==> src/assert_macros.svh <==
// Assertion macros shared by the page replacement RTL.
// No dependencies; taken in by files that carry concurrent assertions.
`ifndef ASSERT_MACROS_SVH
`define ASSERT_MACROS_SVH

// Same-cycle implication, checked on every rising edge outside reset.
`define ASSERT_IMPLIES(label, clk, rst_n, ante, cons, msg) \
    label: assert property (@(posedge clk) disable iff (!rst_n) (ante) |-> (cons)) \
        else $error(msg);

// Next-cycle implication, checked on every rising edge outside reset.
`define ASSERT_NEXT(label, clk, rst_n, ante, cons, msg) \
    label: assert property (@(posedge clk) disable iff (!rst_n) (ante) |=> (cons)) \
        else $error(msg);

`endif

==> src/lpr_pkg.sv <==
// Shared constants, types and controller/datapath structs for the LRU page
// replacement block. No dependencies.
package lpr_pkg;

    localparam int FRAMES       = 64;
    localparam int NUM_PAGES    = 8192;
    localparam int PAGE_BYTES   = 4096;
    localparam int FRAMES_RESET = 64;

    // Field widths of the request, result and register.
    localparam int ADDR_W    = 25;
    localparam int SIZE_W    = 4;
    localparam int CFG_W     = 7;
    localparam int PAGE_W    = 14;
    localparam int EVP_W     = 13;
    localparam int OUT_FRM_W = 6;
    localparam int CNT_W     = 40;

    // Internal widths derived from the sizing constants.
    localparam int FRAME_W = (FRAMES > 1) ? $clog2(FRAMES) : 1;
    localparam int FILL_W  = $clog2(FRAMES + 1);
    localparam int MAP_AW  = $clog2(NUM_PAGES);
    localparam int MAP_W   = FRAME_W + 1;
    localparam int OFF_W   = $clog2(PAGE_BYTES);

    typedef struct packed {
        logic clear;
        logic accept;
        logic next_page;
        logic fault;
        logic take_hit;
        logic fill;
        logic victim;
        logic evict;
        logic install;
        logic hit_upd;
        logic load_out;
    } cmd_t;

    typedef struct packed {
        logic clear_last;
        logic oor;
        logic hit;
        logic room;
        logic last;
        logic out_free;
    } sts_t;

endpackage

==> src/lpr_ctrl.sv <==
// Controller state machine: sequences the clearing pass and the lookup,
// fill, replacement and result steps of each page. Uses lpr_pkg.
module lpr_ctrl (
    input  logic          clk,
    input  logic          rst_n,
    input  logic          in_valid,
    output logic          ready,
    input  lpr_pkg::sts_t sts,
    output lpr_pkg::cmd_t cmd
);
    localparam logic [3:0] S_CLEAR   = 4'd0;
    localparam logic [3:0] S_IDLE    = 4'd1;
    localparam logic [3:0] S_LOOKUP  = 4'd2;
    localparam logic [3:0] S_DECIDE  = 4'd3;
    localparam logic [3:0] S_HIT_UPD = 4'd4;
    localparam logic [3:0] S_VICTIM  = 4'd5;
    localparam logic [3:0] S_EVICT   = 4'd6;
    localparam logic [3:0] S_INSTALL = 4'd7;
    localparam logic [3:0] S_RESULT  = 4'd8;

    logic [3:0] state_reg;
    logic [3:0] state_next;

    always_ff @(posedge clk or negedge rst_n)
    begin
        if (!rst_n)
        begin
            state_reg <= S_CLEAR;
        end
        else
        begin
            state_reg <= state_next;
        end
    end

    always_comb
    begin
        state_next = state_reg;
        cmd        = '0;
        ready      = 1'b0;
        case (state_reg)
            S_CLEAR:
            begin
                cmd.clear = 1'b1;
                if (sts.clear_last)
                begin
                    state_next = S_IDLE;
                end
            end
            S_IDLE:
            begin
                ready = 1'b1;
                if (in_valid)
                begin
                    cmd.accept = 1'b1;
                    state_next = S_LOOKUP;
                end
            end
            S_LOOKUP:
            begin
                // The page table read is under way; a page beyond the table
                // needs no lookup.
                if (sts.oor)
                begin
                    cmd.fault  = 1'b1;
                    state_next = S_RESULT;
                end
                else
                begin
                    state_next = S_DECIDE;
                end
            end
            S_DECIDE:
            begin
                if (sts.hit)
                begin
                    cmd.take_hit = 1'b1;
                    state_next   = S_HIT_UPD;
                end
                else
                begin
                    cmd.fault = 1'b1;
                    if (sts.room)
                    begin
                        cmd.fill   = 1'b1;
                        state_next = S_RESULT;
                    end
                    else
                    begin
                        state_next = S_VICTIM;
                    end
                end
            end
            S_HIT_UPD:
            begin
                cmd.hit_upd = 1'b1;
                state_next  = S_RESULT;
            end
            S_VICTIM:
            begin
                cmd.victim = 1'b1;
                state_next = S_EVICT;
            end
            S_EVICT:
            begin
                cmd.evict  = 1'b1;
                state_next = S_INSTALL;
            end
            S_INSTALL:
            begin
                cmd.install = 1'b1;
                state_next  = S_RESULT;
            end
            S_RESULT:
            begin
                if (sts.out_free)
                begin
                    cmd.load_out = 1'b1;
                    if (sts.last)
                    begin
                        state_next = S_IDLE;
                    end
                    else
                    begin
                        cmd.next_page = 1'b1;
                        state_next    = S_LOOKUP;
                    end
                end
            end
            default:
            begin
                state_next = S_IDLE;
            end
        endcase
    end
endmodule

==> config.mk <==
export PLATFORM = sky130hd
export DESIGN_NAME = lpr_ctrl
export DESIGN_NICKNAME = d
export VERILOG_FILES = /design/src/assert_macros.svh /design/src/lpr_pkg.sv /design/src/lpr_ctrl.sv
export SDC_FILE = /design/constraint.sdc
export NUM_CORES = 1
export LEC_CHECK = 0
export ABC_AREA = 1
export BUFFER_PORTS_ARGS = -buffer_cell sky130_fd_sc_hd__buf_2
export CAP_MARGIN = 20
export CELL_PAD_IN_SITES_DETAIL_PLACEMENT = 2
export CELL_PAD_IN_SITES_GLOBAL_PLACEMENT = 2
export CORE_ASPECT_RATIO = 0.75
export CORE_MARGIN = 1
export CORE_UTILIZATION = 20
export CTS_CLUSTER_SIZE = 24
export DETAILED_ROUTE_END_ITERATION = 10
export PLACE_DENSITY_LB_ADDON = 0.1
export SLEW_MARGIN = 20
export SYNTH_ARGS = -nofsm -noshare
export SYNTH_HDL_FRONTEND = slang
export SYNTH_SLANG_ARGS = --single-unit
==> constraint.sdc <==
create_clock -name clk -period 2.7 [get_ports clk]
set_clock_uncertainty 0.2 [all_clocks]
set_input_delay 0.54 -clock clk [delete_from_list [all_inputs] [get_ports clk]]
set_output_delay 0.54 -clock clk [all_outputs]
set_load 0.02 [all_outputs]
# Word-level counts from Yosys, hierarchy flattened
# Index checks and enable logic that the tools add are counted.
# totals
regBits	4
latchBits	0
romBits	0
out_inout_bits	12
memories	0
ram_bits	0
# classes
mul	0
n_eq_ne	11
n_reduce_logical	3
bitwise_logic	0
mux	28
div	0
addsub	0
magnitude_cmp	0
n_shift	0
# op_table
operator	n
$pmux 4 s8	1
$mux 4	6
$mux 1	18
$eq 4x3->1 const B	4
$eq 4x2->1 const B	2
$ne 2x2->1 const B	3
$eq 4x1->1 const B	1
$eq 4x4->1 const B	1
$logic_not 4->1	1
$mux 2	2
$reduce_and 3->1	1
$pmux 1 s2	1
$reduce_or 2->1	1

# Logic depth before layout (Yosys ltp)
# Gate-level depths: netlist of the first run.
# logic_depth
ltp_word	3
ltp_mapped	9
ltp_nobuf	9

# Worst setup path after synthesis of the first run
# OpenSTA, ideal clock, no wires.
# synth_timing
path_type	register to output
start	reg state_reg[3]
end	out cmd[7] in the netlist's numbering
path_buffers	0
required_ns	1.960
path_stages_with_launch	4
slack_ns	0.716
arrival_ns	1.244
cell_sequence	dfrtp_1 nor2_2 nand2_1 o21ai_0
# synth_lines
element	line	rtl
from (decl)	lpr_ctrl.sv:21	logic [3:0] state_reg;
from (signal assigned)	lpr_ctrl.sv:32	state_reg <= state_next;
to (decl)	lpr_ctrl.sv:9	output lpr_pkg::cmd_t cmd

==> results of run 1 <==
-- kinds of logic after synthesis --
kind of cell | Yosys count | share of synthesized area, %
and+or+nand+nor | 43 | 52.32
buffers and inverters | 15 | 14.90
DFF | 4 | 26.49
AOI/OAI and AO/OA | 4 | 6.291
-- layer usage --
metal	track usage (%)	wire length, um
met5	0	0
met4	0	0
met3	3.488	66
met2	22.12	489
met1	19.68	647
-- worst max-delay path by stage --
stage | cells past startpoint | endpoint | slack, ps | start
detailed placement | 6 | cmd[5] | 690 | state_reg[3]
floorplan | 3 | cmd[7] | 720 | state_reg[3]
global route | 6 | cmd[5] | 290 | state_reg[3]
finish | 6 | cmd[5] | 470 | state_reg[3]
CTS | 6 | cmd[5] | 440 | state_reg[3]
global placement | 4 | cmd[7] | 750 | state_reg[3]
-- where the power goes --
group	switching [W]	internal [W]	leakage [nW]
registers	0.0000313	0.0000877	0.0517
logic	0.000258	0.000116	0.298
clock network	0.0000239	0.0000497	0.0138
total	0.000313	0.000253	0.363
-- stage by stage --
step | cells | area (um2) | hold WS, ps | total power, W | utilization [%]
floorplan | 66 | 377.9 | 44.41 | 0.0003816 | -
global placement | 108 | 505.5 | 146.8 | 0.0004965 | 28.77
detailed placement | 108 | 505.5 | 149.1 | 0.0004976 | 28.77
CTS | 112 | 538.0 | 397.6 | 0.0005765 | 30.63
global route | 112 | 538.0 | 436.3 | 0.0006359 | 30.63
finish | 112 | 538.0 | 395.4 | 0.0005663 | 30.63
-- cells in the final DEF, fill, tap and decap left out, drive strengths merged, types with 2 or more instances in the layout --
cell / instances
inv: 15
nor2: 15
dfrtp: 4
nand2: 15
nor3: 2
clkbuf: 3
buf: 20
a21oi: 2
o21ai: 2
nand3: 8
-- layout make-up --
cell class	instances	share of cell area (%)
Sequential cell	4	18.60
Multi-Input combinational cell	47	41.16
Clock buffer	3	4.186
Tap cell	22	5.116
Timing Repair Buffer	21	20.47
Inverter	15	10.47
-- repair_timing --
| item | 4_1_cts | 5_1_grt |
|---|---|---|
| endpoints found under the hold margin | 4 | 0 |
| setup buffers | 0 | 0 |
| hold buffers | 1 | 0 |
| endpoints found under the setup margin | 0 | 0 |
-- worst min-delay path: stages --
cell,delay (ps)
buf_2,100
nand2_1,70
nand4_1,80
==> flow_summary_export.csv, run 1 <==
group,metric,value,unit
status,status,"finished clean",
placement,gp_congestion,0.7159,
setup_path,r2r-end,"state_reg[0]",
drt,wl_per_cell,10.74,um
drt,drtIter0Drc,4,
setup_path,cpPeakStageDelay,400,ps
layout,fin_nets,101,
power,ir_drop,0.2835,mV
sta,finalCritPeriodShare,82.56,%
die,dieArea,2069,um2
drt,drtPass1Iterations,3,
setup_path,worst-path-buf-inv,2,
global_routing,grt.total_usage,13.82,%
layout,fill_cells,228,
worst_hold_path,holdCritStartpoint,"sts[2]",
sta,fin_ws,471.0,ps
setup_path,arrival,1490,ps
clocking,cts.path.max_buffers,2,
global_routing,grt_pass1_wl,2001,um
die,coreArea,1757,um2
global_routing,grt_pass1_vias,452,
worst_hold_path,holdPathStages,3,
drt,antenna_left,0,
logic_synthesis,synth.top_cell.area_share,26.49,%
drt,routed_wl,1203,um
sta,finalSetupTns,0,ps
placement,place_ws,693.0,ps
clocking,clkSlewWorstSetupHoldPaths,40,ps
logic_synthesis,yosysWarningCount,0,
setup_path,cp_cell_sequence,"nor2_2 -> nand2_1 -> nor2_1 -> nand2_1 -> inv_1 -> buf_2",
sta,hold_violations,0,
logic_synthesis,synth_most_common_cell,"inv_1",
logic_synthesis,syn_avg_cell_area,5.725,um2
drt,drc,0,
logic_synthesis,synth_cell_types,15,
layout,largest_reg_flops,4,
global_routing,antenna_found_initial,0,
logic_synthesis,synthTopCellsByCount,"inv_1 (14), nand2_1 (13), nor2_1 (11)",
die,placementRows,13,
clocking,clk_latency,230,ps
drt,dr_total_vias,475,
logic_synthesis,synth_edf_count,0,
sta,finalMaxSlewViolations,0,
layout,antenna_cells,0,
setup_path,rr_worst_depth,6,
logic_synthesis,yosysTopAreaCell,"dfrtp_1",
power,power_density,1053,nW/um2
clocking,cts_tree,"built",
setup_path,end_kind,"primary output",
setup_path,crit_fanout,8,
setup_path,reg2reg_from,"state_reg[2]",
sta,fin_crit,2229,ps
worst_hold_path,min_path_type,"in2reg",
clocking,cts-resized-gates,0,
clocking,htreeDepth,1,
global_routing,grt_max_degree,9,
clocking,cts_sinks,4,
setup_path,required,1960,ps
setup_path,path_delay_family,"simple AND/OR/NAND/NOR gates",
sta,clock.fmax,448.6,MHz
setup_path,crit_top_cell,"nand2_1",
die,ioPinCount,21,
setup_path,worstSetupPathType,"reg2out",
logic_synthesis,ys_seq_area_share,26.49,%
logic_synthesis,syn_nets,75,
power,p_leak,0.3634,nW
layout,regArea,100.1,um2
sta,finalSetupViolCount,0,
logic_synthesis,synth_area,377.9,um2
sta,rsz0062_at_grt,"no",
setup_path,crit_path_start_kind,"flip-flop",
worst_hold_path,hold_end,"state_reg[3]",
logic_synthesis,ys_async_sr_fraction,100.0,%
sta,worstMarginPinSlew,324.0,ps
clocking,numCtsBuffers,3,
sta,max_slew_margin,78.32,%
setup_path,r2r_slack,1180,ps
clocking,cts_root_buf,"clkbuf_4",
layout,area_growth,42.38,%
drt,viasPerCell,4.241,
layout,multi_input_area,221.5,um2
logic_synthesis,synthCells,66,
die,die_w,52.19,um
die,die_y,39.65,um
layout,drive_gt1_share,34.44,%
run,drv_cap,0,
placement,hpwl,1024,um
logic_synthesis,ys.flop_type,"dfrtp_1",
logic_synthesis,synth_seq_cells,4,
logic_synthesis,synthTopCellsByArea,"dfrtp_1 (26%), inv_1 (14%), nand2_1 (13%), nor2_1 (11%), nand3_1 (11%)",
global_routing,gr-total-overflow,0,
placement,numPortBuffers,20,
die,start_util,21.51,%
setup_path,slowest_stage,"dfrtp_1",
Power figures use the tool's default switching activity.
==> run 2: changes to the inputs <==
- CORE_UTILIZATION: 20 -> 17
- clock period: 2.7 -> 1.9 ns (I/O delays scaled with it)
==> flow_summary_export.csv, run 2 (synthesized netlist as in run 1, its figures left out) <==
group,metric,value,unit
status,status,"finished clean",
global_routing,use_met3,2.744,%
die,die_y,42.83,um
layout,multi_input_area,266.5,um2
layout,area_growth,69.21,%
layout,antenna_cells,0,
drt,drc,0,
global_routing,grt_pass1_vias,497,
setup_path,crit_fanout,4,
drt,drtIter0Drc,14,
global_routing,grt_util_met1,17.34,%
setup_path,cp_cell_sequence,"nor2_4 -> nand2_2 -> nor2_1 -> nand2_1 -> inv_1 -> buf_4",
setup_path,end_kind,"primary output",
clocking,htreeDepth,1,
clocking,numCtsBuffers,3,
setup_path,crit_path_start_kind,"flip-flop",
power,power_density,1564,nW/um2
sta,finalCritPeriodShare,97.96,%
clocking,clkSlewWorstSetupHoldPaths,40,ps
setup_path,r2r-end,"state_reg[0]",
global_routing,grt_use_met2,17.41,%
layout,layout_commonest_cell,"buf_2",
sta,fin_crit,1861,ps
setup_path,rr_worst_depth,8,
power,ir_drop,0.5983,mV
clocking,cts_sinks,4,
sta,finalSetupTns,0,ps
layout,fill_cells,253,
die,dieArea,2417,um2
die,start_util,18.44,%
sta,worstMarginPinSlew,168.4,ps
clocking,cts_root_buf,"clkbuf_4",
layout,fin_util,31.20,%
sta,max_slew_margin,88.77,%
drt,drtPass1Iterations,4,
placement,gp_congestion,0.7103,
clocking,cts_tree,"built",
setup_path,r2r_slack,360,ps
setup_path,worstSetupPathType,"reg2out",
power,p_leak,0.3927,nW
drt,dr_total_vias,504,
die,ioPinCount,21,
global_routing,grt_max_degree,6,
sta,clock.fmax,537.3,MHz
worst_hold_path,min_path_type,"in2async",
die,placementRows,14,
setup_path,slowest_stage,"dfrtp_2",
layout,regArea,103.9,um2
global_routing,grt_pass1_wl,2111,um
global_routing,grt.total_usage,11.67,%
placement,hpwl,1121,um
layout,final_cell_mix,"buf_2 (18), inv_1 (12), nor2_1 (9), nand2_1 (9), nand3_1 (8)",
drt,wl_per_cell,11.02,um
sta,finalMaxSlewViolations,0,
setup_path,reg2reg_from,"state_reg[2]",
layout,fin_nets,106,
drt,viasPerCell,4.235,
sta,hold_violations,0,
die,coreArea,2049,um2
layout,largest_reg_flops,4,
global_routing,top_usage_layer,"met2",
sta,finalSetupViolCount,0,
sta,fin_ws,38.67,ps
global_routing,gr-total-overflow,0,
setup_path,arrival,1280,ps
drt,routed_wl,1311,um
clocking,cts.path.max_buffers,2,
layout,drive_gt1_share,50.53,%
placement,place_ws,175.8,ps
setup_path,cpPeakStageDelay,450,ps
die,die_w,56.44,um
drt,antenna_left,0,
setup_path,required,1320,ps
global_routing,antenna_found_initial,0,
clocking,clk_latency,230,ps
sta,rsz0062_at_grt,"yes",
placement,numPortBuffers,20,
run,drv_cap,0,
[run 2: cell count changes in the layout (fill, tap and decap cells not counted), moves of 3 or more]
cell	change
buf_4	+5
nand2_1	-4
nor2_4	+4
dfrtp_1	-3
dfrtp_2	+3
nand2_2	+3
[run 2: how the worst max path moves through the flow]
stage,endpoint,from
6_report,cmd[5],state_reg[2]
5_1_grt,cmd[5],state_reg[2]
4_1_cts,cmd[8],state_reg[3]
3_5_place_dp,cmd[5],state_reg[3]
3_3_place_gp,cmd[5],state_reg[3]
2_1_floorplan,cmd[7],state_reg[3]
[run 2: repair_timing]
action	4_1_cts	5_1_grt
endpoints found under the setup margin	4	9
hold endpoints to repair	4	0
gates cloned	0	0
pin swaps	1	4
gates resized for setup	3	18
setup buffers	1	2
hold buffers	1	0
[run 2: cell type report]
cell class | count | share of cell area, %
Multi-Input combinational cell | 47 | 41.68
Tap cell | 24 | 4.697
Inverter | 15 | 8.806
Timing Repair Buffer | 26 | 25.05
Sequential cell | 4 | 16.24
Clock buffer | 3 | 3.523
[run 2: where the power goes]
part           total, W  switching [W]  internal [W]
Sequential     0.000201      0.0000700      0.000131
Clock          0.000103      0.0000329     0.0000705
Combinational  0.000696       0.000425      0.000271
[run 2: routing by layer]
| layer | part of all wire [%] | wire length, um | vias to the layer above |
|---|---|---|---|
| li1 | - | - | 261 |
| met4 | 0 | 0 | 0 |
| met2 | 44 | 572 | 11 |
| met1 | 53 | 689 | 232 |
| met5 | 0 | 0 | - |
| met3 | 3.7 | 49 | 0 |
[run 2: metrics by stage]
| stage | cell area, um2 | instances | total power [W] | hold slack [ps] |
|---|---|---|---|---|
| floorplan | 377.9 | 66 | 0.0005423 | -115.6 |
| global placement | 523.0 | 112 | 0.0007564 | -13.63 |
| detailed placement | 523.0 | 112 | 0.0007614 | -11.98 |
| CTS | 571.8 | 117 | 0.0009141 | 230.3 |
| global route | 639.4 | 119 | 0.001103 | 292.7 |
| finish | 639.4 | 119 | 0.0009999 | 277.4 |
[run 2: critical path, delay by kind of cell (launching register included)]
kind | cells | cell delay [ps]
buffers and inverters | 2 | 190
AND/OR/NAND/NOR | 4 | 400
flip-flops | 1 | 450
